## src/sv/rau_pkg.sv

```systemverilog
// Package for the rational arithmetic unit: action and status codes,
// widths and the request record passed from the front end to the back end.
`timescale 1ns / 1ps
package rau_pkg;

  localparam int unsigned OPERAND_WIDTH_DEF = 32;
  localparam int unsigned FIELD_W = 32;
  localparam int unsigned ACT_W = 3;
  localparam int unsigned MAG_W = 64;

  localparam logic [ACT_W-1:0] ACT_ADD = 3'd0;
  localparam logic [ACT_W-1:0] ACT_SUB = 3'd1;
  localparam logic [ACT_W-1:0] ACT_MUL = 3'd2;
  localparam logic [ACT_W-1:0] ACT_DIV = 3'd3;
  localparam logic [ACT_W-1:0] ACT_CMP = 3'd4;

  localparam logic [1:0] ST_OK = 2'd0;
  localparam logic [1:0] ST_ZDEN = 2'd1;
  localparam logic [1:0] ST_DIVZ = 2'd2;
  localparam logic [1:0] ST_OVF = 2'd3;

  localparam logic [1:0] ORD_LT = 2'd0;
  localparam logic [1:0] ORD_EQ = 2'd1;
  localparam logic [1:0] ORD_GT = 2'd2;

  // Request kinds after classification in the front end.
  localparam logic [1:0] K_FIXED = 2'd0; // result known up front
  localparam logic [1:0] K_ADD = 2'd1;   // n = x +/- y, d = p
  localparam logic [1:0] K_MUL = 2'd2;   // n = x, d = p (products only)
  localparam logic [1:0] K_CMP = 2'd3;

  typedef struct packed {
    logic [1:0]  kind;
    logic        sub;
    logic [1:0]  fixed_status;
    logic        s0;         // sign of first factor pair for n
    logic [31:0] m0a, m0b;   // first numerator product factors
    logic        s1;
    logic [31:0] m1a, m1b;   // second numerator product factors
    logic        sd;
    logic [31:0] mda, mdb;   // denominator product factors
  } req_t;

  localparam int unsigned REQ_W = $bits(req_t);

endpackage

```

## src/sv/rau_fifo.sv

```systemverilog
// Two-entry request queue between front end and back end.
// Depends on rau_pkg for the request width.
`timescale 1ns / 1ps
module rau_fifo (
  input  logic                     clk,
  input  logic                     rst_n,
  input  logic                     wr_valid,
  output logic                     wr_stall,
  input  logic [rau_pkg::REQ_W-1:0] wr_data,
  output logic                     rd_valid,
  input  logic                     rd_stall,
  output logic [rau_pkg::REQ_W-1:0] rd_data
);
  logic [rau_pkg::REQ_W-1:0] mem_r [2];
  logic       wp_r, rp_r;
  logic [1:0] cnt_r;
  logic       wr_en, rd_en;

  assign wr_stall = (cnt_r == 2'd2);
  assign rd_valid = (cnt_r != 2'd0);
  assign rd_data  = mem_r[rp_r];
  assign wr_en    = wr_valid && !wr_stall;
  assign rd_en    = rd_valid && !rd_stall;

  always_ff @(posedge clk) begin
    if (wr_en) mem_r[wp_r] <= wr_data;
    if (!rst_n) begin
      wp_r <= 1'b0;
      rp_r <= 1'b0;
      cnt_r <= 2'd0;
    end else begin
      if (wr_en) wp_r <= !wp_r;
      if (rd_en) rp_r <= !rp_r;
      cnt_r <= cnt_r + {1'b0, wr_en} - {1'b0, rd_en};
    end
  end
endmodule

```

## config.mk

```make
export PLATFORM = sky130hd
export DESIGN_NAME = rau_fifo
export DESIGN_NICKNAME = d
export VERILOG_FILES = /design/src/sv/rau_pkg.sv /design/src/sv/rau_fifo.sv
export SDC_FILE = /design/constraint.sdc
export NUM_CORES = 1
export LEC_CHECK = 0
export BUFFER_PORTS_ARGS = -buffer_cell sky130_fd_sc_hd__buf_2
export CORE_UTILIZATION = 30
export CTS_CLUSTER_DIAMETER = 120
export DETAILED_ROUTE_END_ITERATION = 12
export SYNTH_ARGS = -nofsm -noshare
export SYNTH_HDL_FRONTEND = slang
export SYNTH_SLANG_ARGS = --single-unit
export TNS_END_PERCENT = 20
```

## constraint.sdc

```tcl
create_clock -name clk -period 12.63 [get_ports clk]
set_input_delay 1.263 -clock clk [delete_from_list [all_inputs] [get_ports clk]]
set_output_delay 1.263 -clock clk [all_outputs]
set_load 0.01 [all_outputs]
```

==> results.toml <==
[worst_setup_path]
r2r-end = "mem_r[0][12]"
start_kind = "register"
path_class = "register to output pin"
cpMostUsedCell = "buf_4"
rr_startpoint = "cnt_r[0]"
cp_max_fo = 65
crit_path_cell_trace = "buf_4 > buf_4 > mux2_2 > buf_2"
ff2ff_setup_slack_ns = 9.40
max_stage_delay_ns = 0.74
cpMaxStageDelayCell = "buf_4"
crit_arrival_ns = 3.24
end_kind = "output pin"
cp.required_ns = 11.37
reg2reg_depth = 5

[outcome]
status = "completed"

[clock_tree]
cts_tree = "yes"
numCtsBuffers = 44
post_cts_buffers = 0
cts_root_buf = "clkbuf_16"
clock_tree.buffer_depth = 3
path_clk_slew_ns = 0.06
clock_latency_ns = 0.54
cts_htree_levels = 2
postCtsResizedCells = 0
cts.sinks = 405
holdBufCountCts = 0

[routing]
routedWlPerCell_microns = 17.58
ant_nets = 0
drc = 0
first_pass_iters = 4
vias_per_cell = 4.243
num_vias = 7519
drt-initial-drc-count = 227
drt-total-wl_mm = 31.16

[floorplan]
die-area_sq_um = 50190
core-area_sq_um = 48150
die_w_microns = 224.0
die_h_microns = 224.0
start_util = 0.3072
num_rows = 80
ios = 406

[synth]
synth_area_per_cell_sq_um = 22.82
synth.most_common_cell = "edfxtp_1"
ys_seq_elements = 405
synth_cells = 648
synth-edff-count = 400
async_reset_ff_frac = 0
yosysTopAreaCellShare = 0.8122
syn_area_sq_um = 14790
ys_top_cells_by_count = "edfxtp_1, mux2_2, buf_6"
synth-main-ff-cell = "edfxtp_1"
ys_types = 18
ys_seq_area_frac = 0.8190
synthTopCellsByArea = "edfxtp_1, mux2_2, clkbuf_8, buf_6, dfxtp_1"
yosys_warnings = 0
synth_nets = 854
yosysTopAreaCell = "edfxtp_1"

[global_routing]
antenna_found_initial = 2
grt_max_degree = 68
grt_util_all_layers = 0.1213
overflow = 0
grt_pass1_wl_mm = 46.15
grt_pass1_vias = 8050

[pwr]
p_leak_nw = 6.915
vdd_ir_drop_max_uv = 135.9
powerDensity_nw_per_um2 = 199.2
power_mw = 3.753

[layout]
syn2layout_area_growth_pct = 27.43
final_layout_size_suffix_gt1_frac = 0.6090
layout.nets = 1292
fin_cells = 1772

[sta]
max-slew-margin-rel = 0.3910
hold_viol = 0
fmax_ghz = 0.2220
fin_crit_sh = 0.3566
worst_pin_slew_ns = 0.9135
skew_ns = 0.01852
setup_viol = 0
setup_tns_ns = 0
setup_slack_ns = 8.126
rsz0062_at_grt = "false"
slew_violations = 0
min_period_ns = 4.504

[placement]
port_buffers = 405
dpl.hpwl_mm = 21.19
dp.cells = 1696
pre_cts_slack_ns = 8.512
place_congestion = 0.7345

[min_path]
hold_path.class = "register to register"
holdPathStages = 2
holdCritStartpoint = "rp_r"

[job]
drv_cap = 0
[layer usage]
metal | share of wire | global-route usage | vias up
met2 | 0.52 | 0.2148 | 241
met4 | 0.027 | 0.04618 | 2
li1 | - | - | 3469
met3 | 0.067 | 0.03830 | 51
met1 | 0.38 | 0.1355 | 3756
met5 | 0.00042 | 0 | -
[how the worst max path moves through the flow]
stage                     slack [ns]  depth (start not counted)           end     start
after floorplan                 2.22                          2   mem_r[0][0]  wr_valid
after global placement          8.55                          5  mem_r[0][93]  wr_valid
after detailed placement        8.51                          5  mem_r[0][93]  wr_valid
after CTS                       8.00                          4  rd_data[166]  register
after global routing            7.88                          4  rd_data[166]  register
final                           8.13                          4  rd_data[166]  register
[final cells by class]
type	count	area, sq um
inverter	2	7.507
fill	4431	29300
tap	656	820.8
antenna	1	2.502
sequential	405	12120
clock buffer	52	1152
multi-input combinational	219	2410
clock inverter	23	242.7
timing repair buffer	414	2095
[cells in the final DEF (no fill, tap or decap), types with 4 or more instances in the layout]
cell / netlist / final
buf_4: 0 / 9
dfxtp_1: 5 / 4
buf_2: 0 / 405
mux2_2: 200 / 200
bufinv_16: 0 / 5
clkinv_1: 0 / 7
clkbuf_1: 0 / 7
clkinv_2: 0 / 7
clkbuf_16: 0 / 45
edfxtp_1: 400 / 400
[power by group]
part	switching [mW]	total, mW	internal [mW]	leakage [nW]
Clock	0.490	1.24	0.750	0.676
Combinational	0.427	0.773	0.346	2.46
Sequential	0.0514	1.74	1.69	3.78
Total	0.968	3.75	2.79	6.91
[stage by stage]
| stage | instance area (sq um) | hold slack [ns] | utilization |
|---|---|---|---|
| after floorplan | 14790 | 0.4516 | - |
| after global placement | 17450 | 0.4541 | 0.3624 |
| after detailed placement | 17450 | 0.4806 | 0.3624 |
| after CTS | 18840 | 0.4909 | 0.3914 |
| after global routing | 18850 | 0.5177 | 0.3914 |
| final | 18850 | 0.4823 | 0.3914 |
[critical path, delay by kind of cell (launching register included)]
family | cells | cell delay [ns]
buffers and inverters | 3 | 1.43
flip-flops | 1 | 0.72
multiplexers | 1 | 0.42
[kinds of logic (layout without fill, tap and decap cells)]
| family | count (synthesis) | in the layout | share of synthesized area |
|---|---|---|---|
| buffers and inverters | 24 | 491 | 0.01895 |
| other | 0 | 1 | 0 |
| xor gates and xnor gates | 2 | 2 | 0.001185 |
| DFF | 405 | 405 | 0.8190 |
| and+or+nand+nor | 12 | 12 | 0.004908 |
| adders and majority gates | 2 | 2 | 0.001692 |
| muxes | 203 | 203 | 0.1543 |
[state kept, by name, indices dropped and copies added, names as in the netlist, named ones only]
register,flops
mem_r,400
cnt_r,2
rp_r,1
wp_r,1
No activity file was read; power rests on OpenSTA's default activity.
