[config.mk]
export PLATFORM = sky130hd
export DESIGN_NAME = rau_front
export DESIGN_NICKNAME = d
export VERILOG_FILES = /design/src/sv/rau_pkg.sv /design/src/sv/rau_front.sv
export SDC_FILE = /design/constraint.sdc
export NUM_CORES = 1
export LEC_CHECK = 0
export BUFFER_PORTS_ARGS = -buffer_cell sky130_fd_sc_hd__buf_2
export CELL_PAD_IN_SITES_DETAIL_PLACEMENT = 1
export CELL_PAD_IN_SITES_GLOBAL_PLACEMENT = 1
export CORE_MARGIN = 10
export CORE_UTILIZATION = 32
export DETAILED_ROUTE_END_ITERATION = 7
export GPL_ROUTABILITY_DRIVEN = 0
export GPL_TIMING_DRIVEN = 0
export PLACE_DENSITY = 0.85
export SLEW_MARGIN = 0
export SYNTH_ARGS = -nofsm -noshare
export SYNTH_HDL_FRONTEND = slang
export SYNTH_SLANG_ARGS = --single-unit
[constraint.sdc]
create_clock -name vclk -period 7.6
set_input_delay 0.38 -clock vclk [all_inputs]
set_output_delay 0.38 -clock vclk [all_outputs]
set_load 0.01 [all_outputs]
[src/sv/rau_pkg.sv]
// Package for the rational arithmetic unit: action and status codes,
// widths and the request record passed from the front end to the back end.
`timescale 1ns / 1ps
package rau_pkg;

  localparam int unsigned OPERAND_WIDTH_DEF = 32;
  localparam int unsigned FIELD_W = 32;
  localparam int unsigned ACT_W = 3;
  localparam int unsigned MAG_W = 64;

  localparam logic [ACT_W-1:0] ACT_ADD = 3'd0;
  localparam logic [ACT_W-1:0] ACT_SUB = 3'd1;
  localparam logic [ACT_W-1:0] ACT_MUL = 3'd2;
  localparam logic [ACT_W-1:0] ACT_DIV = 3'd3;
  localparam logic [ACT_W-1:0] ACT_CMP = 3'd4;

  localparam logic [1:0] ST_OK = 2'd0;
  localparam logic [1:0] ST_ZDEN = 2'd1;
  localparam logic [1:0] ST_DIVZ = 2'd2;
  localparam logic [1:0] ST_OVF = 2'd3;

  localparam logic [1:0] ORD_LT = 2'd0;
  localparam logic [1:0] ORD_EQ = 2'd1;
  localparam logic [1:0] ORD_GT = 2'd2;

  // Request kinds after classification in the front end.
  localparam logic [1:0] K_FIXED = 2'd0; // result known up front
  localparam logic [1:0] K_ADD = 2'd1;   // n = x +/- y, d = p
  localparam logic [1:0] K_MUL = 2'd2;   // n = x, d = p (products only)
  localparam logic [1:0] K_CMP = 2'd3;

  typedef struct packed {
    logic [1:0]  kind;
    logic        sub;
    logic [1:0]  fixed_status;
    logic        s0;         // sign of first factor pair for n
    logic [31:0] m0a, m0b;   // first numerator product factors
    logic        s1;
    logic [31:0] m1a, m1b;   // second numerator product factors
    logic        sd;
    logic [31:0] mda, mdb;   // denominator product factors
  } req_t;

  localparam int unsigned REQ_W = $bits(req_t);

endpackage

[src/sv/rau_front.sv]
// Front end: takes the request, checks denominators, divisor and action, and
// lines up the sign/magnitude factors for the back end. Uses rau_pkg.
`timescale 1ns / 1ps
module rau_front (
  input  logic                       in_valid,
  output logic                       in_stall,
  input  logic [rau_pkg::ACT_W-1:0]   in_action,
  input  logic signed [31:0]         in_a_num,
  input  logic signed [31:0]         in_a_den,
  input  logic signed [31:0]         in_b_num,
  input  logic signed [31:0]         in_b_den,
  output logic                       q_valid,
  input  logic                       q_stall,
  output rau_pkg::req_t              q_req
);
  logic        an_s, ad_s, bn_s, bd_s;
  logic [31:0] an_m, ad_m, bn_m, bd_m;

  assign in_stall = q_stall;
  assign q_valid  = in_valid;

  assign an_s = in_a_num[31];
  assign ad_s = in_a_den[31];
  assign bn_s = in_b_num[31];
  assign bd_s = in_b_den[31];
  assign an_m = an_s ? (32'd0 - in_a_num) : in_a_num;
  assign ad_m = ad_s ? (32'd0 - in_a_den) : in_a_den;
  assign bn_m = bn_s ? (32'd0 - in_b_num) : in_b_num;
  assign bd_m = bd_s ? (32'd0 - in_b_den) : in_b_den;

  always_comb begin
    q_req = '0;
    q_req.s0 = an_s ^ bd_s;
    q_req.m0a = an_m;
    q_req.m0b = bd_m;
    q_req.s1 = bn_s ^ ad_s;
    q_req.m1a = bn_m;
    q_req.m1b = ad_m;
    q_req.sd = ad_s ^ bd_s;
    q_req.mda = ad_m;
    q_req.mdb = bd_m;
    if (ad_m == 32'd0 || bd_m == 32'd0) begin
      q_req.kind = rau_pkg::K_FIXED;
      q_req.fixed_status = rau_pkg::ST_ZDEN;
    end else begin
      case (in_action)
        rau_pkg::ACT_ADD: q_req.kind = rau_pkg::K_ADD;
        rau_pkg::ACT_SUB: begin
          q_req.kind = rau_pkg::K_ADD;
          q_req.sub = 1'b1;
        end
        rau_pkg::ACT_CMP: begin
          q_req.kind = rau_pkg::K_CMP;
          q_req.sub = 1'b1;
        end
        rau_pkg::ACT_MUL: begin
          q_req.kind = rau_pkg::K_MUL;
          q_req.s0 = an_s ^ bn_s;
          q_req.m0b = bn_m;
        end
        rau_pkg::ACT_DIV: begin
          if (bn_m == 32'd0) begin
            q_req.kind = rau_pkg::K_FIXED;
            q_req.fixed_status = rau_pkg::ST_DIVZ;
          end else begin
            q_req.kind = rau_pkg::K_MUL;
            q_req.sd = ad_s ^ bn_s;
            q_req.mdb = bn_m;
          end
        end
        default: begin
          q_req.kind = rau_pkg::K_FIXED;
          q_req.fixed_status = rau_pkg::ST_OK;
        end
      endcase
    end
  end
endmodule

==> out/qor.csv <==
stage,metric,value,unit
setup_path,Worst Setup EP,q_req[9],
finish,seq_cells,0,
setup_path,CP Max Fanout,10,
power,Net Sw Frac,59.7,%
power,Comb power frac,100.0,%
drt,WL/cell,21.9,µm
die,die height,150,µm
die,width of the die,150,µm
yosys,"Net Count, Synth",916,
outcome,status,"finished, final reports clean",
finish,Multi-input gate area,0.00462,mm²
global_routing,first-pass GRT wire length,43000,µm
yosys,Synth Area in Adders,0.931,%
setup_path,critical path required time,7220,ps
sta,fmax,198,MHz
drt,drt initial violations,302,
sta,period utilisation layout,66.4,%
global_routing,initial antenna violation count,0,
yosys,Synth Area in XOR/XNOR,20.0,%
finish,# clk buffers,0,
setup_path,Top delay family on crit path,simple AND/OR/NAND/NOR gates,
finish,share of cells above drive strength 1,34.9,%
worst_hold_path,type of the tightest min-delay check,input port to output pin,
setup_path,Critical Path Start,in_b_num[0],
die,core area,0.0165,mm²
power,register share of total power,0,%
setup_path,CP cell instances,"buf_2, inv_1, ha_1, or4b_1, or3_1, clkbuf_1, or2_1, o31ai_1, xor2_1, inv_1, a2111oi_0, nand4_1, nand4_4, buf_12, mux2i_1, buf_2",
die,Top Ports,335,
clocking,"Hold-fix buffers, CTS",0,
yosys,syn avg cell area,6.90,µm²
clocking,post-CTS sizing,0,
yosys,Yosys cell types,70,
sta,setup repair after global routing missed its margin,false,
die,num rows,47,
finish,fillcell total,2255,
power,Max VDD drop,0.0000465,V
setup_path,Worst Setup End Kind,output pin,
yosys,Synth Area in Compound Gates,20.9,%
drt,DRC violations left,0,
finish,Layout Nets,1233,
sta,Fin Setup TNS,0,ps
power,Net Switching,317,µW
setup_path,"Largest stage delay, worst path",540,ps
drt,first drt pass iteration count,4,
setup_path,CP max stage cell,or4b_1,
placed_design,placed cell area,0.00723,mm²
power,Pint,215,µW
power,leak pwr,3.55,nW
drt,vias per cell,5.57,
yosys,"Seq/Total Area, Yosys",0,%
placed_design,detailed placer's ending HPWL,24900,µm
drt,Routed WL,28800,µm
setup_path,WP depth,16,
clocking,"Setup Fix Bufs, Post-CTS",0,
finish,FF/Latch Area,0,µm²
sta,Worst Max-Slew Pin Slew,917,ps
sta,fin crit period,5050,ps
yosys,mux cell area share after synthesis,14.0,%
sta,Slew Limit Fails,0,
yosys,Synthesis Warnings,0,
setup_path,Setup crit start kind,input port,
job,Max Cap Violations,0,
yosys,main combinational cell family by area after synthesis,simple AND/OR/NAND/NOR gates,
global_routing,GRT Util Overall,23.5,%
sta,Final WS setup,2550,ps
power,cell area power density,73.5,mW/mm²
finish,Layout Area Growth over Synthesis,34.5,%
die,DIE AREA,0.0224,mm²
setup_path,worst path bufs/invs,6,
setup_path,WS Path Type,input port to output pin,
sta,Final Setup Violations,0,
yosys,Mapped Area,0.00538,mm²
placed_design,Port-buffer cells,315,
die,Initial Util,32.5,%
global_routing,vias in the first global route,7493,
setup_path,Worst EP arrival,4670,ps
sta,final count of hold timing violations,0,
yosys,"count leader, synth",mux2i_1,
yosys,top post-synthesis cells by count,"mux2i_1, xnor2_1, nand2_1, xor2_1, inv_1",
global_routing,largest net degree at the start of global routing,11,
finish,final instance area,0.00723,mm²
global_routing,grt ovf,0,
yosys,simple-gate share of the synthesized area,30.1,%
drt,remaining antenna violation count,0,
placed_design,worst slack at placement,2580,ps
sta,Max-slew headroom,38.3,%
power,Clock power frac,0,%
yosys,"top cells by area, synth","mux2i_1, xnor2_1, xor2_1",
drt,DR vias,7326,
yosys,Yosys top cell area share,13.4,%
yosys,"area leader, netlist",mux2i_1,
yosys,synthesized instance count,779,
[logic make-up after synthesis]
logic type | Yosys count
and+or+nand+nor | 279
AOI/OAI and AO/OA | 156
buffers and inverters | 142
xor gates and xnor gates | 123
muxes | 75
adders and majority gates | 4
[metrics by stage]
step	instances	total power, mW	hold WS (ps)	utilization [%]
after CTS	1314	0.534	951	43.7
after floorplan	779	0.286	814	-
after global placement	1314	0.520	949	43.7
final	1315	0.532	948	43.8
after detailed placement	1314	0.531	951	43.7
after global routing	1314	0.575	957	43.7
[routing by layer]
metal / GRT usage (%) / routed length [µm]
met1: 25.8 / 10900
met2: 44.5 / 14600
met3: 6.28 / 2800
met4: 3.68 / 475
met5: 0 / 0
[how the worst min path moves through the flow]
stage	startpoint	endpoint	slack, ps	cells past startpoint
2_1_floorplan	in_a_num[30]	q_req[193]	810	1
3_3_place_gp	q_stall	in_stall	950	2
3_5_place_dp	in_valid	q_valid	950	2
4_1_cts	in_valid	q_valid	950	2
5_1_grt	in_valid	q_valid	960	2
6_report	in_valid	q_valid	950	2
[power by group through the flow]
stage / clock, mW / sequential (mW) / combinational (mW)
4_1_cts: 0 / 0 / 0.534
6_report: 0.0000000176 / 0 / 0.532
5_1_grt: 0 / 0 / 0.575
3_3_place_gp: 0 / 0 / 0.520
3_5_place_dp: 0 / 0 / 0.531
2_1_floorplan: 0 / 0 / 0.286
[layout make-up]
type / count / share of cell area (%)
Multi-Input combinational cell: 637 / 63.9
Inverter: 47 / 2.44
Antenna cell: 1 / 0.0346
Buffer: 95 / 7.98
Timing Repair Buffer: 315 / 21.8
Tap cell: 220 / 3.81
[placed cells by master (no fill, tap or decap), types with 24 or more instances in the layout]
cell type  instances
buf_2            317
mux2i_1           72
xnor2_1           70
nand2_1           59
xor2_1            53
inv_1             47
clkbuf_1          44
o21ai_0           40
o31ai_1           38
nor2_1            37
buf_4             37
or3_1             27
nor3_1            26
o41ai_1           24
No activity file was read; power rests on OpenSTA's default activity.
